**src/sv/psg_three_voice_sound_generator_defines.svh**
```systemverilog
// Assertion macros for the sound generator RTL.
`ifndef PSG_THREE_VOICE_SOUND_GENERATOR_DEFINES_SVH
`define PSG_THREE_VOICE_SOUND_GENERATOR_DEFINES_SVH

// Same-cycle implication, disabled during reset.
`define PSG_ASSERT_SAME(label, clk, rst, ante, cons, msg) \
  label: assert property (@(posedge clk) disable iff (rst) (ante) |-> (cons)) \
    else $error(msg);

// Next-cycle implication, disabled during reset.
`define PSG_ASSERT_NEXT(label, clk, rst, ante, cons, msg) \
  label: assert property (@(posedge clk) disable iff (rst) (ante) |=> (cons)) \
    else $error(msg);

`endif

```
**src/sv/psg_pkg.sv**
```systemverilog
// Types, register map and lookup functions of the sound generator.
package psg_pkg;

  typedef enum logic [1:0] {
    OP_TICK       = 2'd0,
    OP_WRITE_ADDR = 2'd1,
    OP_WRITE_SEL  = 2'd2,
    OP_SELECT     = 2'd3
  } op_t;

  localparam int NUM_VOICES = 3;
  localparam int LEVEL_W    = 9;
  localparam int VOL_W      = 7;

  // Register map
  localparam logic [3:0] REG_TONE_A_FINE    = 4'd0;
  localparam logic [3:0] REG_TONE_A_COARSE  = 4'd1;
  localparam logic [3:0] REG_TONE_B_COARSE  = 4'd3;
  localparam logic [3:0] REG_TONE_C_COARSE  = 4'd5;
  localparam logic [3:0] REG_NOISE_PERIOD   = 4'd6;
  localparam logic [3:0] REG_MIXER          = 4'd7;
  localparam logic [3:0] REG_AMP_A          = 4'd8;
  localparam logic [3:0] REG_AMP_B          = 4'd9;
  localparam logic [3:0] REG_AMP_C          = 4'd10;
  localparam logic [3:0] REG_ENV_FINE       = 4'd11;
  localparam logic [3:0] REG_ENV_COARSE     = 4'd12;
  localparam logic [3:0] REG_ENV_SHAPE      = 4'd13;

  // Envelope shape bits
  localparam int ENV_HOLD = 0;
  localparam int ENV_ALT  = 1;
  localparam int ENV_ATT  = 2;
  localparam int ENV_CONT = 3;

  // Configuration register indexes
  localparam logic CFG_SOUND_CLOCK = 1'b0;
  localparam logic CFG_CPU_CLOCK   = 1'b1;

  localparam int unsigned SOUND_CLOCK_RESET = 1773400;
  localparam int unsigned CPU_CLOCK_RESET   = 3546900;

  localparam logic [16:0] NOISE_SEED = 17'h1ffff;

  typedef logic signed [LEVEL_W-1:0] level_t;

  // State seen by the mixer
  typedef struct packed {
    logic [7:0]                  mixer;
    logic [NUM_VOICES-1:0][4:0]  amp;
    logic [NUM_VOICES-1:0]       tone_level;
    logic                        noise_level;
    logic [3:0]                  env_step;
  } mix_src_t;

  function automatic logic [7:0] reg_mask(input logic [3:0] idx, input logic [7:0] v);
    logic [7:0] m;
    unique case (idx)
      REG_TONE_A_COARSE, REG_TONE_B_COARSE, REG_TONE_C_COARSE, REG_ENV_SHAPE:
        m = v & 8'h0f;
      REG_NOISE_PERIOD, REG_AMP_A, REG_AMP_B, REG_AMP_C:
        m = v & 8'h1f;
      default:
        m = v;
    endcase
    return m;
  endfunction

  // Logarithmic volume table
  function automatic logic [VOL_W-1:0] vol_lookup(input logic [3:0] s);
    logic [VOL_W-1:0] v;
    unique case (s)
      4'd0:  v = 7'd0;
      4'd1:  v = 7'd1;
      4'd2:  v = 7'd1;
      4'd3:  v = 7'd2;
      4'd4:  v = 7'd3;
      4'd5:  v = 7'd4;
      4'd6:  v = 7'd6;
      4'd7:  v = 7'd8;
      4'd8:  v = 7'd11;
      4'd9:  v = 7'd15;
      4'd10: v = 7'd20;
      4'd11: v = 7'd27;
      4'd12: v = 7'd35;
      4'd13: v = 7'd46;
      4'd14: v = 7'd61;
      default: v = 7'd81;
    endcase
    return v;
  endfunction

endpackage

```
**src/sv/psg_three_voice_sound_generator.sv**
```systemverilog
// Three-voice sound generator top level: beat pipeline, clock divider, mixer.
//
// Input stream (s_axis_*): one beat per item. tuser carries the opcode
// (tick, write addressed register, write selected register, select register),
// tdata carries the register number and the data byte.
// Output stream (m_axis_*): exactly one beat per input beat, in order,
// carrying the signed mixed level of the three voices after that item.
// Config port: cfg_we/cfg_index/cfg_data sets the sound clock (index 0) and
// the CPU clock (index 1); write only while no beat is in flight.
// Path: input register, then state update, then mixer into the output register.
// Throughput: one beat per cycle while m_axis_tready stays high; the register
// file and generators update as a beat leaves the input register, so
// back-to-back ticks flow.
// Stalls: a low m_axis_tready holds the output register; the mixer stage and
// input register still fill, so up to two more beats are taken before
// s_axis_tready drops.
// Reset (rst, synchronous): clears all registers to zero, the noise shifter
// to all ones, the envelope to step 15, and reloads the default clocks.
`include "psg_three_voice_sound_generator_defines.svh"

module psg_three_voice_sound_generator #(
  parameter int CLOCK_WIDTH = 27
) (
  input  logic                   clk,
  input  logic                   rst,
  // config write port
  input  logic                   cfg_we,
  input  logic                   cfg_index,
  input  logic [CLOCK_WIDTH-1:0] cfg_data,
  // input stream
  input  logic                   s_axis_tvalid,
  output logic                   s_axis_tready,
  input  logic [15:0]            s_axis_tdata,   // [3:0] reg_index, [11:4] data
  input  logic [1:0]             s_axis_tuser,   // [1:0] opcode
  // output stream
  output logic                   m_axis_tvalid,
  input  logic                   m_axis_tready,
  output logic [15:0]            m_axis_tdata    // [8:0] level
);

  // input register
  logic              in_valid;
  psg_pkg::op_t      in_op;
  logic [3:0]        in_idx;
  logic [7:0]        in_data;

  // mixer stage: state already updated, level pending
  logic              mix_valid;
  psg_pkg::level_t   mix_level;

  // output register
  logic              out_valid;
  psg_pkg::level_t   out_level;

  logic              s_accept;
  logic              proc_fire;
  logic              out_load;
  logic              gen_tick;
  logic              sound_on;
  psg_pkg::mix_src_t mix_src;

  assign out_load      = mix_valid && (!out_valid || m_axis_tready);
  assign proc_fire     = in_valid && (!mix_valid || out_load);
  assign s_axis_tready = !in_valid || proc_fire;
  assign s_accept      = s_axis_tvalid && s_axis_tready;

  always_ff @(posedge clk) begin
    if (rst) begin
      in_valid  <= 1'b0;
      mix_valid <= 1'b0;
      out_valid <= 1'b0;
    end else begin
      if (s_accept) begin
        in_valid <= 1'b1;
      end else if (proc_fire) begin
        in_valid <= 1'b0;
      end
      if (proc_fire) begin
        mix_valid <= 1'b1;
      end else if (out_load) begin
        mix_valid <= 1'b0;
      end
      if (out_load) begin
        out_valid <= 1'b1;
      end else if (m_axis_tready) begin
        out_valid <= 1'b0;
      end
    end
  end

  // payload registers
  always_ff @(posedge clk) begin
    if (s_accept) begin
      in_op   <= psg_pkg::op_t'(s_axis_tuser);
      in_idx  <= s_axis_tdata[3:0];
      in_data <= s_axis_tdata[11:4];
    end
    if (out_load) begin
      out_level <= mix_level;
    end
  end

  psg_clkdiv #(
    .CLOCK_WIDTH (CLOCK_WIDTH)
  ) u_clkdiv (
    .clk       (clk),
    .rst       (rst),
    .cfg_we    (cfg_we),
    .cfg_index (cfg_index),
    .cfg_data  (cfg_data),
    .tick_req  (proc_fire && in_op == psg_pkg::OP_TICK),
    .gen_tick  (gen_tick),
    .sound_on  (sound_on)
  );

  psg_gen u_gen (
    .clk        (clk),
    .rst        (rst),
    .item_valid (proc_fire),
    .op         (in_op),
    .reg_index  (in_idx),
    .data       (in_data),
    .gen_tick   (gen_tick),
    .mix_src    (mix_src)
  );

  // mixer reads the state left by the last processed item
  psg_mix u_mix (
    .mix_src  (mix_src),
    .sound_on (sound_on),
    .level    (mix_level)
  );

  assign m_axis_tvalid = out_valid;
  assign m_axis_tdata  = {7'b0000000, out_level};

  // accepted beat lands in the input register
  `PSG_ASSERT_NEXT(a_in_capture, clk, rst, s_accept, in_valid,
    "accepted beat not held in input register")
  // a pending level must not move while the output is blocked
  `PSG_ASSERT_NEXT(a_mix_hold, clk, rst, mix_valid && !out_load,
    mix_valid && $stable(mix_level), "pending level changed while stalled")
  // silence while the sound clock is zero
  `PSG_ASSERT_NEXT(a_silence, clk, rst, out_load && !sound_on, out_level == '0,
    "nonzero level with sound clock off")

endmodule

```
**src/sv/psg_clkdiv.sv**
```systemverilog
// Clock configuration and fractional accumulator that issues generator ticks.
module psg_clkdiv #(
  parameter int CLOCK_WIDTH = 27
) (
  input  logic                   clk,
  input  logic                   rst,
  input  logic                   cfg_we,
  input  logic                   cfg_index,
  input  logic [CLOCK_WIDTH-1:0] cfg_data,
  input  logic                   tick_req,
  output logic                   gen_tick,
  output logic                   sound_on
);

  localparam logic [CLOCK_WIDTH-1:0] ONE       = CLOCK_WIDTH'(1);
  localparam logic [CLOCK_WIDTH-1:0] SOUND_RST = CLOCK_WIDTH'(psg_pkg::SOUND_CLOCK_RESET);
  localparam logic [CLOCK_WIDTH-1:0] CPU_RST   = CLOCK_WIDTH'(psg_pkg::CPU_CLOCK_RESET);
  localparam logic [CLOCK_WIDTH-1:0] CPU_EFF_RST = (CPU_RST == '0) ? ONE : CPU_RST;
  localparam logic [CLOCK_WIDTH-1:0] S_EFF_RST =
    (SOUND_RST < CPU_EFF_RST) ? SOUND_RST : CPU_EFF_RST;
  localparam logic [CLOCK_WIDTH:0] DIFF_RST = {1'b0, S_EFF_RST} - {1'b0, CPU_EFF_RST};

  logic [CLOCK_WIDTH-1:0] sound_hz;
  logic [CLOCK_WIDTH-1:0] cpu_hz;
  logic [CLOCK_WIDTH-1:0] cpu_eff;     // cpu clock, zero read as one
  logic [CLOCK_WIDTH-1:0] s_eff;       // sound clock saturated at cpu clock
  logic [CLOCK_WIDTH:0]   s_minus_cpu; // s_eff - cpu_eff, never positive
  logic [CLOCK_WIDTH-1:0] accum;

  logic [CLOCK_WIDTH-1:0] sound_cand, cpu_cand;
  logic [CLOCK_WIDTH-1:0] cpu_eff_next, s_eff_next;
  logic [CLOCK_WIDTH:0]   s_minus_cpu_next;
  logic [CLOCK_WIDTH-1:0] accum_next;
  logic [CLOCK_WIDTH-1:0] sum;
  logic [CLOCK_WIDTH:0]   diff;
  logic                   clamp;
  logic                   wrap;

  // derived values recomputed on a config write
  always_comb begin
    sound_cand = (cfg_we && cfg_index == psg_pkg::CFG_SOUND_CLOCK) ? cfg_data : sound_hz;
    cpu_cand   = (cfg_we && cfg_index == psg_pkg::CFG_CPU_CLOCK) ? cfg_data : cpu_hz;
    cpu_eff_next = (cpu_cand == '0) ? ONE : cpu_cand;
    s_eff_next   = (sound_cand < cpu_eff_next) ? sound_cand : cpu_eff_next;
    s_minus_cpu_next = {1'b0, s_eff_next} - {1'b0, cpu_eff_next};
  end

  // accumulator: clamp case always ticks since s_eff >= 1
  always_comb begin
    sound_on = (sound_hz != '0);
    clamp    = (accum >= cpu_eff);
    sum      = accum + s_eff;
    diff     = {1'b0, accum} + s_minus_cpu;
    wrap     = clamp || !diff[CLOCK_WIDTH];
    gen_tick = tick_req && sound_on && wrap;
    if (clamp) begin
      accum_next = s_eff - ONE;
    end else if (!diff[CLOCK_WIDTH]) begin
      accum_next = diff[CLOCK_WIDTH-1:0];
    end else begin
      accum_next = sum;
    end
  end

  always_ff @(posedge clk) begin
    if (rst) begin
      sound_hz    <= SOUND_RST;
      cpu_hz      <= CPU_RST;
      cpu_eff     <= CPU_EFF_RST;
      s_eff       <= S_EFF_RST;
      s_minus_cpu <= DIFF_RST;
      accum       <= '0;
    end else begin
      if (cfg_we) begin
        sound_hz    <= sound_cand;
        cpu_hz      <= cpu_cand;
        cpu_eff     <= cpu_eff_next;
        s_eff       <= s_eff_next;
        s_minus_cpu <= s_minus_cpu_next;
      end
      if (tick_req && sound_on) begin
        accum <= accum_next;
      end
    end
  end

endmodule

```
**src/sv/psg_gen.sv**
```systemverilog
// Register file, tone, noise and envelope generators.
module psg_gen (
  input  logic               clk,
  input  logic               rst,
  input  logic               item_valid,
  input  psg_pkg::op_t       op,
  input  logic [3:0]         reg_index,
  input  logic [7:0]         data,
  input  logic               gen_tick,
  output psg_pkg::mix_src_t  mix_src
);

  logic [7:0]  regs [16];
  logic [3:0]  selected_reg;
  logic [15:0] tone_count [psg_pkg::NUM_VOICES];
  logic [psg_pkg::NUM_VOICES-1:0] tone_level;
  logic [7:0]  noise_count;
  logic [16:0] noise_shift;
  logic        noise_level;
  logic [19:0] env_count;
  logic [3:0]  env_step;
  logic        env_holding;
  logic        env_rising;

  logic [3:0]  widx;
  logic [7:0]  wval;
  logic        do_write;
  logic        env_restart;

  logic [15:0] tone_count_next [psg_pkg::NUM_VOICES];
  logic [psg_pkg::NUM_VOICES-1:0] tone_level_next;
  logic [7:0]  noise_count_next;
  logic [16:0] noise_shift_next;
  logic        noise_level_next;
  logic [19:0] env_count_next;
  logic [3:0]  env_step_next;
  logic        env_holding_next;
  logic        env_rising_next;

  // register write path
  always_comb begin
    widx = (op == psg_pkg::OP_WRITE_ADDR) ? reg_index : selected_reg;
    wval = psg_pkg::reg_mask(widx, data);
    do_write = item_valid && (op == psg_pkg::OP_WRITE_ADDR || op == psg_pkg::OP_WRITE_SEL);
    env_restart = do_write && (regs[widx] != wval) && (widx == psg_pkg::REG_ENV_SHAPE);
  end

  // tone channels
  always_comb begin
    logic [11:0] period;
    logic [14:0] half;
    logic [16:0] inc;
    for (int ch = 0; ch < psg_pkg::NUM_VOICES; ch++) begin
      period = {regs[4'(2 * ch + 1)][3:0], regs[4'(2 * ch)]};
      if (period == '0) period = 12'd1;
      half = {period, 3'b000};
      inc  = {1'b0, tone_count[ch]} + 17'd1;
      if (inc >= {2'b00, half}) begin
        tone_count_next[ch] = '0;
        tone_level_next[ch] = ~tone_level[ch];
      end else begin
        tone_count_next[ch] = inc[15:0];
        tone_level_next[ch] = tone_level[ch];
      end
    end
  end

  // noise
  always_comb begin
    logic [4:0] period;
    logic [7:0] half;
    logic [8:0] inc;
    period = regs[psg_pkg::REG_NOISE_PERIOD][4:0];
    if (period == '0) period = 5'd1;
    half = {period, 3'b000};
    inc  = {1'b0, noise_count} + 9'd1;
    noise_shift_next = noise_shift;
    noise_level_next = noise_level;
    if (inc >= {1'b0, half}) begin
      noise_count_next = '0;
      noise_shift_next = {noise_shift[0] ^ noise_shift[3], noise_shift[16:1]};
      noise_level_next = noise_shift_next[0];
    end else begin
      noise_count_next = inc[7:0];
    end
  end

  // envelope step on a generator tick
  always_comb begin
    logic [15:0] period;
    logic [19:0] eper;
    logic [20:0] inc;
    logic [3:0]  shape;
    logic        rise_t;
    period = {regs[psg_pkg::REG_ENV_COARSE], regs[psg_pkg::REG_ENV_FINE]};
    if (period == '0) period = 16'd1;
    eper  = {period, 4'b0000};
    inc   = {1'b0, env_count} + 21'd1;
    shape = regs[psg_pkg::REG_ENV_SHAPE][3:0];
    rise_t = ~env_rising;
    env_count_next   = env_count;
    env_step_next    = env_step;
    env_holding_next = env_holding;
    env_rising_next  = env_rising;
    if (!env_holding) begin
      if (inc < {1'b0, eper}) begin
        env_count_next = inc[19:0];
      end else begin
        env_count_next = '0;
        priority if (env_rising && env_step != 4'd15) begin
          env_step_next = env_step + 4'd1;
        end else if (!env_rising && env_step != 4'd0) begin
          env_step_next = env_step - 4'd1;
        end else if (!shape[psg_pkg::ENV_CONT]) begin
          env_step_next    = 4'd0;
          env_holding_next = 1'b1;
          env_rising_next  = 1'b0;
        end else if (shape[psg_pkg::ENV_HOLD]) begin
          // hold at the far end when alternating
          if (shape[psg_pkg::ENV_ALT]) begin
            env_rising_next = rise_t;
            env_step_next   = ~env_step;
          end
          env_holding_next = 1'b1;
        end else begin
          if (shape[psg_pkg::ENV_ALT]) begin
            env_rising_next = rise_t;
            env_step_next   = rise_t ? 4'd0 : 4'd15;
          end else begin
            env_step_next   = env_rising ? 4'd0 : 4'd15;
          end
        end
      end
    end
  end

  always_ff @(posedge clk) begin
    if (rst) begin
      regs         <= '{default: '0};
      selected_reg <= '0;
      tone_count   <= '{default: '0};
      tone_level   <= '0;
      noise_count  <= '0;
      noise_shift  <= psg_pkg::NOISE_SEED;
      noise_level  <= 1'b1;
      env_count    <= '0;
      env_step     <= 4'd15;
      env_holding  <= 1'b0;
      env_rising   <= 1'b0;
    end else begin
      if (item_valid && op == psg_pkg::OP_SELECT) begin
        selected_reg <= reg_index;
      end
      if (do_write) begin
        regs[widx] <= wval;
      end
      if (gen_tick) begin
        tone_count  <= tone_count_next;
        tone_level  <= tone_level_next;
        noise_count <= noise_count_next;
        noise_shift <= noise_shift_next;
        noise_level <= noise_level_next;
      end
      if (env_restart) begin
        env_count   <= '0;
        env_holding <= 1'b0;
        env_rising  <= wval[psg_pkg::ENV_ATT];
        env_step    <= wval[psg_pkg::ENV_ATT] ? 4'd0 : 4'd15;
      end else if (gen_tick) begin
        env_count   <= env_count_next;
        env_step    <= env_step_next;
        env_holding <= env_holding_next;
        env_rising  <= env_rising_next;
      end
    end
  end

  always_comb begin
    mix_src.mixer       = regs[psg_pkg::REG_MIXER];
    mix_src.amp[0]      = regs[psg_pkg::REG_AMP_A][4:0];
    mix_src.amp[1]      = regs[psg_pkg::REG_AMP_B][4:0];
    mix_src.amp[2]      = regs[psg_pkg::REG_AMP_C][4:0];
    mix_src.tone_level  = tone_level;
    mix_src.noise_level = noise_level;
    mix_src.env_step    = env_step;
  end

endmodule

```
**src/sv/psg_mix.sv**
```systemverilog
// Mixer: gates tone and noise per voice and sums the signed volumes.
module psg_mix (
  input  psg_pkg::mix_src_t  mix_src,
  input  logic               sound_on,
  output psg_pkg::level_t    level
);

  always_comb begin
    psg_pkg::level_t            acc;
    logic [psg_pkg::VOL_W-1:0]  vol;
    logic                       t;
    logic                       n;
    acc = '0;
    for (int ch = 0; ch < psg_pkg::NUM_VOICES; ch++) begin
      t = mix_src.mixer[ch] | mix_src.tone_level[ch];
      n = mix_src.mixer[ch + 3] | mix_src.noise_level;
      vol = mix_src.amp[ch][4] ? psg_pkg::vol_lookup(mix_src.env_step)
                               : psg_pkg::vol_lookup(mix_src.amp[ch][3:0]);
      if (t && n) begin
        acc = acc + $signed({2'b00, vol});
      end else begin
        acc = acc - $signed({2'b00, vol});
      end
    end
    level = sound_on ? acc : '0;
  end

endmodule

```
**config.mk**
```make
export PLATFORM = sky130hd
export DESIGN_NAME = psg_three_voice_sound_generator
export DESIGN_NICKNAME = d
export VERILOG_FILES = /design/src/sv/psg_pkg.sv /design/src/sv/psg_three_voice_sound_generator.sv /design/src/sv/psg_clkdiv.sv /design/src/sv/psg_gen.sv /design/src/sv/psg_mix.sv
export VERILOG_INCLUDE_DIRS = /design/src /design/src/sv
export SDC_FILE = /design/constraint.sdc
export NUM_CORES = 1
export LEC_CHECK = 0
export BUFFER_PORTS_ARGS = -buffer_cell sky130_fd_sc_hd__buf_2
export CORE_UTILIZATION = 60
export DETAILED_ROUTE_END_ITERATION = 8
export PLACE_DENSITY = 0.77
export SLEW_MARGIN = 20
export SYNTH_ARGS = -nofsm -noshare
export SYNTH_HDL_FRONTEND = slang
export SYNTH_SLANG_ARGS = --single-unit
```
**constraint.sdc**
```tcl
create_clock -name clk -period 14.5 [get_ports clk]
set_input_delay 1.45 -clock clk [delete_from_list [all_inputs] [get_ports clk]]
set_output_delay 1.45 -clock clk [all_outputs]
set_load 0.02 [all_outputs]
```
* After elaboration in Yosys (flattened, before gate mapping) *
Memory sizes are Yosys's and may differ from the RTL's. A register that Yosys moved wholly into a read port is not among the register bits.
Cells that the tools add are included.

cells by class
  add/subtract/negate cells = 16
  $lt $le $gt $ge = 9
  equality and inequality tests = 19
  mux-type cells = 75
  bitwise logic cells = 15
  reduce and logical (&&, ||, !) cells = 51

operators by type and width
  operator               count
  $mux 27                6
  $bwmux 128             1
  $mux 4                 26
  $mux 16                4
  $add 16x1->17 const B  3
  $ge 17x15->1           3
  $logic_not 12->1       3
  $mux 12                3
  $bmux 8 s4             1
  $demux 8 s4            1
  $mux 8                 4
  $add 27x28->28         1
  $sub 27x27->28         1
  $add 27x27->27         1
  $ge 27x27->1           1
  $logic_not 27->1       1
  $lt 27x27->1           1
  $mux 9                 3
  $reduce_bool 27->1     1
  $sub 27x1->27 const B  1
  $add 20x1->21 const B  1
  $lt 21x20->1           1
  $mux 7                 3
  $mux 1                 20
  42 further kinds       94

word-level totals
  register bits = 424
  memory bits (read-only) = 672
  input bits = 51
  output and inout bits = 18
  logic and storage cells = 234
  memories kept = 6

memories
  memory           depth  width  rd ports  clocked after Yosys merged registers in  write ports  RTL line       RTL
  (no name shown)  16     7      1         1                                        0            psg_pkg.sv:71  unique case (s)
  (no name shown)  16     7      1         1                                        0            psg_pkg.sv:71
  (no name shown)  16     7      1         1                                        0            psg_pkg.sv:71
  (no name shown)  16     7      1         1                                        0            psg_pkg.sv:71
  (no name shown)  16     7      1         1                                        0            psg_pkg.sv:71
  (no name shown)  16     7      1         1                                        0            psg_pkg.sv:71

* Longest topological paths before layout *
  word-level depth = 13
  depth in mapped cells = 32
  mapped depth without buffers = 28

* Hierarchy *
A second synthesis with hierarchy kept.

second synthesis, totals
  cell total of the unflattened synthesis = 3381
  area total of the unflattened synthesis = 28573.7 um^2

modules (own cells, without submodules)
  module                           instances  cells each  area each (um^2)  seq. area each (um^2)
  psg_gen                          1          1493        13017.5           4684.5
  psg_clkdiv                       1          1536        12389.4           3263.1
  psg_mix                          1          305         2270.9            0.0
  psg_three_voice_sound_generator  1          47          895.9             750.7

* Worst setup path after synthesis *
Ideal clock, no wire load.

  path type = in2reg
  start = input port cfg_we
  end = register u_clkdiv.s_minus_cpu[26]
  arrival time = 7.256 ns
  data required time = 14.380 ns
  setup slack = 7.125 ns
  stages = 31
  buffers on the path = 4
  cells stage by stage = buf_2 -> inv_1 -> nor2_1 -> clkbuf_1 -> mux2i_1 -> inv_1 -> ha_1 -> a21o_1 -> a21oi_1 -> nor2b_1 -> o21ai_0 -> nand2b_1 -> a21oi_1 -> o21a_1 -> o31ai_1 -> a21oi_1 -> buf_2 -> buf_4 -> mux2i_1 -> ha_1 -> nor2b_1 -> o21ai_0 -> a21boi_0 -> o211ai_1 -> nand4_1 -> nor4bb_1 -> o21a_1 -> o41a_1 -> nor2_1 -> o21ai_0 -> a211o_1

on the way
  elaborated cells on any way between the ends = 9

RTL lines
  item                        RTL line                               RTL
  from (decl)                 psg_three_voice_sound_generator.sv:27  input logic cfg_we,
  $logic_and 1x1->1           psg_clkdiv.sv:41                       sound_cand = (cfg_we && cfg_index == psg_pkg::CFG_SOUND_CLOCK) ? cfg_data : sound_hz;
  $mux 27                     psg_clkdiv.sv:41
  via u_clkdiv.sound_cand[4]  psg_clkdiv.sv:30                       logic [CLOCK_WIDTH-1:0] sound_cand, cpu_cand;
  $lt 27x27->1                psg_clkdiv.sv:44                       s_eff_next = (sound_cand < cpu_eff_next) ? sound_cand : cpu_eff_next;
  $mux 27                     psg_clkdiv.sv:44
  via u_clkdiv.s_eff_next[2]  psg_clkdiv.sv:31                       logic [CLOCK_WIDTH-1:0] cpu_eff_next, s_eff_next;
  $sub 27x27->28              psg_clkdiv.sv:45                       s_minus_cpu_next = {1'b0, s_eff_next} - {1'b0, cpu_eff_next};
  to (signal assigned)        psg_clkdiv.sv:79                       s_minus_cpu <= s_minus_cpu_next;
  to (decl)                   psg_clkdiv.sv:27                       logic [CLOCK_WIDTH:0] s_minus_cpu;

The timed path passes the listed nets, and every way through them passes these cells.
A chain may end at the register's enable or synchronous reset.

* Worst setup path in the final report *
  start = input port cfg_we
  end = register u_clkdiv.s_minus_cpu[26]

on the way
  elaborated cells on any way between the ends = 9

RTL lines
  item                        RTL line
  $logic_and 1x1->1 *         psg_clkdiv.sv:41
  $mux 27 *                   psg_clkdiv.sv:41
  via u_clkdiv.sound_cand[4]  psg_clkdiv.sv:30
  $lt 27x27->1                psg_clkdiv.sv:44
  $mux 27 *                   psg_clkdiv.sv:44
  $sub 27x27->28 *            psg_clkdiv.sv:45

Mark *: on every way through the listed nets, which the timed path passes. The rest lies on a longest branch.

==> results_dict.tcl <==
set metrics [dict create \
    status "completed" \
    grtUsageMet2 0.565 \
    synthArstFlopShare 0 \
    worstSetupStartpointType "primary input" \
    post_synthesis_instance_area_um2 28300 \
    detailed_place_hpwl_um 57300 \
    count_of_state_elements_after_synthesis 451 \
    postRouteWirelength_um 78100 \
    layout.cell_area.non_filler_um2 30600 \
    floorplan.rows 79 \
    cts-resized-gates 0 \
    timing.clock.skew_ps 35.9 \
    grt.total_usage 0.320 \
    r2r_cells 23 \
    antenna_found_initial 1 \
    first_global_vias 23800 \
    crit_path_end_kind "flop" \
    synthDominantCellAreaShare 0.303 \
    synth_largest_area_cell "sky130_fd_sc_hd__dfxtp_1" \
    worst-setup-path-type "in -> reg" \
    seq_area_um2 9260 \
    worst_ep_arrival_time_ps 8970 \
    initial_core_util 0.608 \
    footprint_of_the_multi_input_gates_um2 17800 \
    cellPowerDensity_nw_per_um2 105 \
    drive_gt1_frac 0.0699 \
    clock_tree_from_tritoncts "built" \
    gp_congestion 0.906 \
    ctsRootBufferMaster "sky130_fd_sc_hd__clkbuf_16" \
    layout-area-overhead-vs-synth_pct 8.04 \
    fin_crit_ps 8480 \
    finalHoldViolations 0 \
    drc_errors 0 \
    dieArea_um2 48000 \
    leakage_nw 12.9 \
    post_synthesis_average_cell_area_um2 8.40 \
    globalRouteOverflowTotal 0 \
    placeableCoreArea_um2 46600 \
    die_h_um 219 \
    timing.hold.worst_endpoint "u_gen.regs[6]" \
    synth_enable_flop_cells 23 \
    max_freq_mhz 118 \
    yosysWarningCount 0 \
    postSynth.topFlopCell "sky130_fd_sc_hd__dfxtp_1" \
    worst-endpoint-required_ps 14990 \
    clock_sinks 451 \
    top_usage_layer_grt "met2" \
    number_of_clock_buffers_inserted_by_tritoncts 49 \
    port_buffer_cells 57 \
    placed_cell_area_um2 29000 \
    part_of_the_yosys_area_used_for_sequential_elements 0.327 \
    boundary_pin_count 69 \
    route.detailed.vias_per_inst 6.19 \
    num_vias 24700 \
    worstPathMaxFanout 62 \
    max-clock-path-buffers 3 \
    max-slew-margin-rel 0.283 \
    worst-slew-pin-transition_ps 1070 \
    vdd.ir_drop.worst_v 0.000113 \
    min-delay-start "u_gen.regs[6]" \
    cts_hold_repair.buffers 0 \
    htreeDepth 2 \
    ff2ff_setup_slack_ps 8070 \
    detailedRoute.firstIterationViolations 1805 \
    max_cap_violations 0 \
    number_of_flip_flops_under_the_largest_register_name 105 \
    crit-reg2reg-capture "u_clkdiv.s_minus_cpu[26]" \
    final_cell_count_no_fill 3997 \
    diodes 0 \
    synth_most_common_cell "sky130_fd_sc_hd__dfxtp_1" \
    setup_viol_count_final 0 \
    synth.top_cells.by_area "sky130_fd_sc_hd__dfxtp_1, sky130_fd_sc_hd__ha_1, sky130_fd_sc_hd__mux2i_1" \
    groute.layer.met3.usage 0.0383 \
    worstReg2RegStart "u_clkdiv.cpu_hz[19]" \
    timing.hold.worst.class "reg -> reg" \
    min_path_cells 2 \
    timing.final.crit_share 0.585 \
    fin_nets 3652 \
    netlist-cell-type-count 90 \
    largest_registers "u_gen.regs x105, u_gen.tone_count x48, u_clkdiv.s_minus_cpu x28" \
    worst_path_largest_cell_delay_ps 910 \
    timing.critical_path.slowest_stage_cell "sky130_fd_sc_hd__nor2_4" \
    synthesis.instances 3366 \
    dp.cells 3909 \
    largest_net_degree_at_the_start_of_global_routing 94 \
    nFillCells 3860 \
    worstSkewPairLatency_ps 610 \
    cts.repair_timing.setup_buffer_count 0 \
    largest_register "u_gen.regs" \
    globalRouteMet1Util 0.374 \
    final-max-slew-violation-count 0 \
    post_synth_most_frequent_cells "sky130_fd_sc_hd__dfxtp_1, sky130_fd_sc_hd__nand2_1, sky130_fd_sc_hd__nor2_1" \
    wire_length_of_the_first_global_routing_pass_um 123000 \
    detail_route.wl_per_cell_um 19.5 \
    ant_nets 0 \
    floorplan.die.width_um 219 \
    path_clk_slew_ps 60 \
    grt_setup_unrepaired "false" \
    drt-pass1-iter-count 6 \
    totalNegativeSetupSlack_ps 0 \
]
==> power breakdown <==
part | switching [mW] | internal (mW) | total, mW
combinational | 0.375 | 0.248 | 0.623
sequential | 0.0446 | 1.29 | 1.34
clock | 0.523 | 0.720 | 1.24
==> final cells by class <==
type                            count  share of cell area
Tap cell                          607              0.0249
Multi-Input combinational cell   2593               0.583
Sequential cell                   451               0.303
Timing Repair Buffer               85              0.0166
Clock buffer                       74              0.0472
Clock inverter                     14             0.00438
Inverter                          173              0.0212
==> how the worst max path moves through the flow <==
stage,startpoint,to
2_1_floorplan,cfg_we,u_clkdiv.s_minus_cpu[26]
3_3_place_gp,cfg_we,u_clkdiv.s_minus_cpu[26]
3_5_place_dp,cfg_we,u_clkdiv.s_minus_cpu[24]
4_1_cts,cfg_we,u_clkdiv.s_minus_cpu[24]
5_1_grt,cfg_we,u_clkdiv.s_minus_cpu[25]
6_report,cfg_we,u_clkdiv.s_minus_cpu[26]
==> worst max-delay path: cells and delay by family <==
kind | cells | cell delay (ps)
buffers and inverters | 4 | 1340
AO/OA/AOI/OAI | 13 | 2400
adder cells (fa/ha/maj) | 3 | 900
multiplexers | 2 | 790
AND/OR/NAND/NOR | 7 | 2020
==> kinds of logic (layout without fill, tap and decap cells) <==
| logic type | count (synthesis) | after routing | synth area share |
|---|---|---|---|
| AOI/OAI and AO/OA | 740 | 740 | 0.173 |
| xor gates and xnor gates | 233 | 233 | 0.0721 |
| adders and majority gates | 248 | 248 | 0.111 |
| buffers and inverters | 328 | 346 | 0.0466 |
| DFF | 451 | 451 | 0.327 |
| muxes | 219 | 219 | 0.0810 |
| other | 1 | 7 | 0.000133 |
| and+or+nand+nor | 1146 | 1146 | 0.189 |
==> metal layers <==
| layer | vias up | part of all wire |
|---|---|---|
| li1 | 11900 | - |
| met1 | 11800 | 0.40 |
| met2 | 789 | 0.50 |
| met3 | 220 | 0.050 |
| met4 | 0 | 0.052 |
| met5 | - | 0 |
==> through the flow <==
stage	total power, mW	hold slack [ps]	setup slack (ps)	util
floorplan	1.81	424	7120	-
global placement	1.96	437	5660	0.622
detailed placement	1.97	444	5540	0.622
CTS	3.20	456	6160	0.656
global route	3.33	480	5520	0.656
finish	3.20	456	6020	0.656
==> cell usage in the layout (no fill, tap or decap), types with 23 or more instances in the layout <==
cell	instances
sky130_fd_sc_hd__nor3b_1	33
sky130_fd_sc_hd__inv_1	171
sky130_fd_sc_hd__nor2_1	332
sky130_fd_sc_hd__a211oi_1	42
sky130_fd_sc_hd__clkbuf_16	51
sky130_fd_sc_hd__xor2_1	100
sky130_fd_sc_hd__a21o_1	75
sky130_fd_sc_hd__dfxtp_1	428
sky130_fd_sc_hd__o21a_1	27
sky130_fd_sc_hd__and3_1	37
sky130_fd_sc_hd__ha_1	243
sky130_fd_sc_hd__xnor2_1	132
sky130_fd_sc_hd__nor3_1	63
sky130_fd_sc_hd__a31o_2	23
sky130_fd_sc_hd__edfxtp_1	23
sky130_fd_sc_hd__nand2_1	382
sky130_fd_sc_hd__nand2b_1	26
sky130_fd_sc_hd__nor2b_1	52
sky130_fd_sc_hd__mux2i_1	205
sky130_fd_sc_hd__buf_4	29
sky130_fd_sc_hd__nand3_1	71
sky130_fd_sc_hd__o22ai_1	36
sky130_fd_sc_hd__buf_2	55
sky130_fd_sc_hd__nand4_1	31
sky130_fd_sc_hd__a21oi_1	205
sky130_fd_sc_hd__and2_1	23
sky130_fd_sc_hd__a211o_1	24
sky130_fd_sc_hd__nor4_1	28
sky130_fd_sc_hd__o21ai_0	125
No activity file was read; power rests on OpenSTA's default activity.
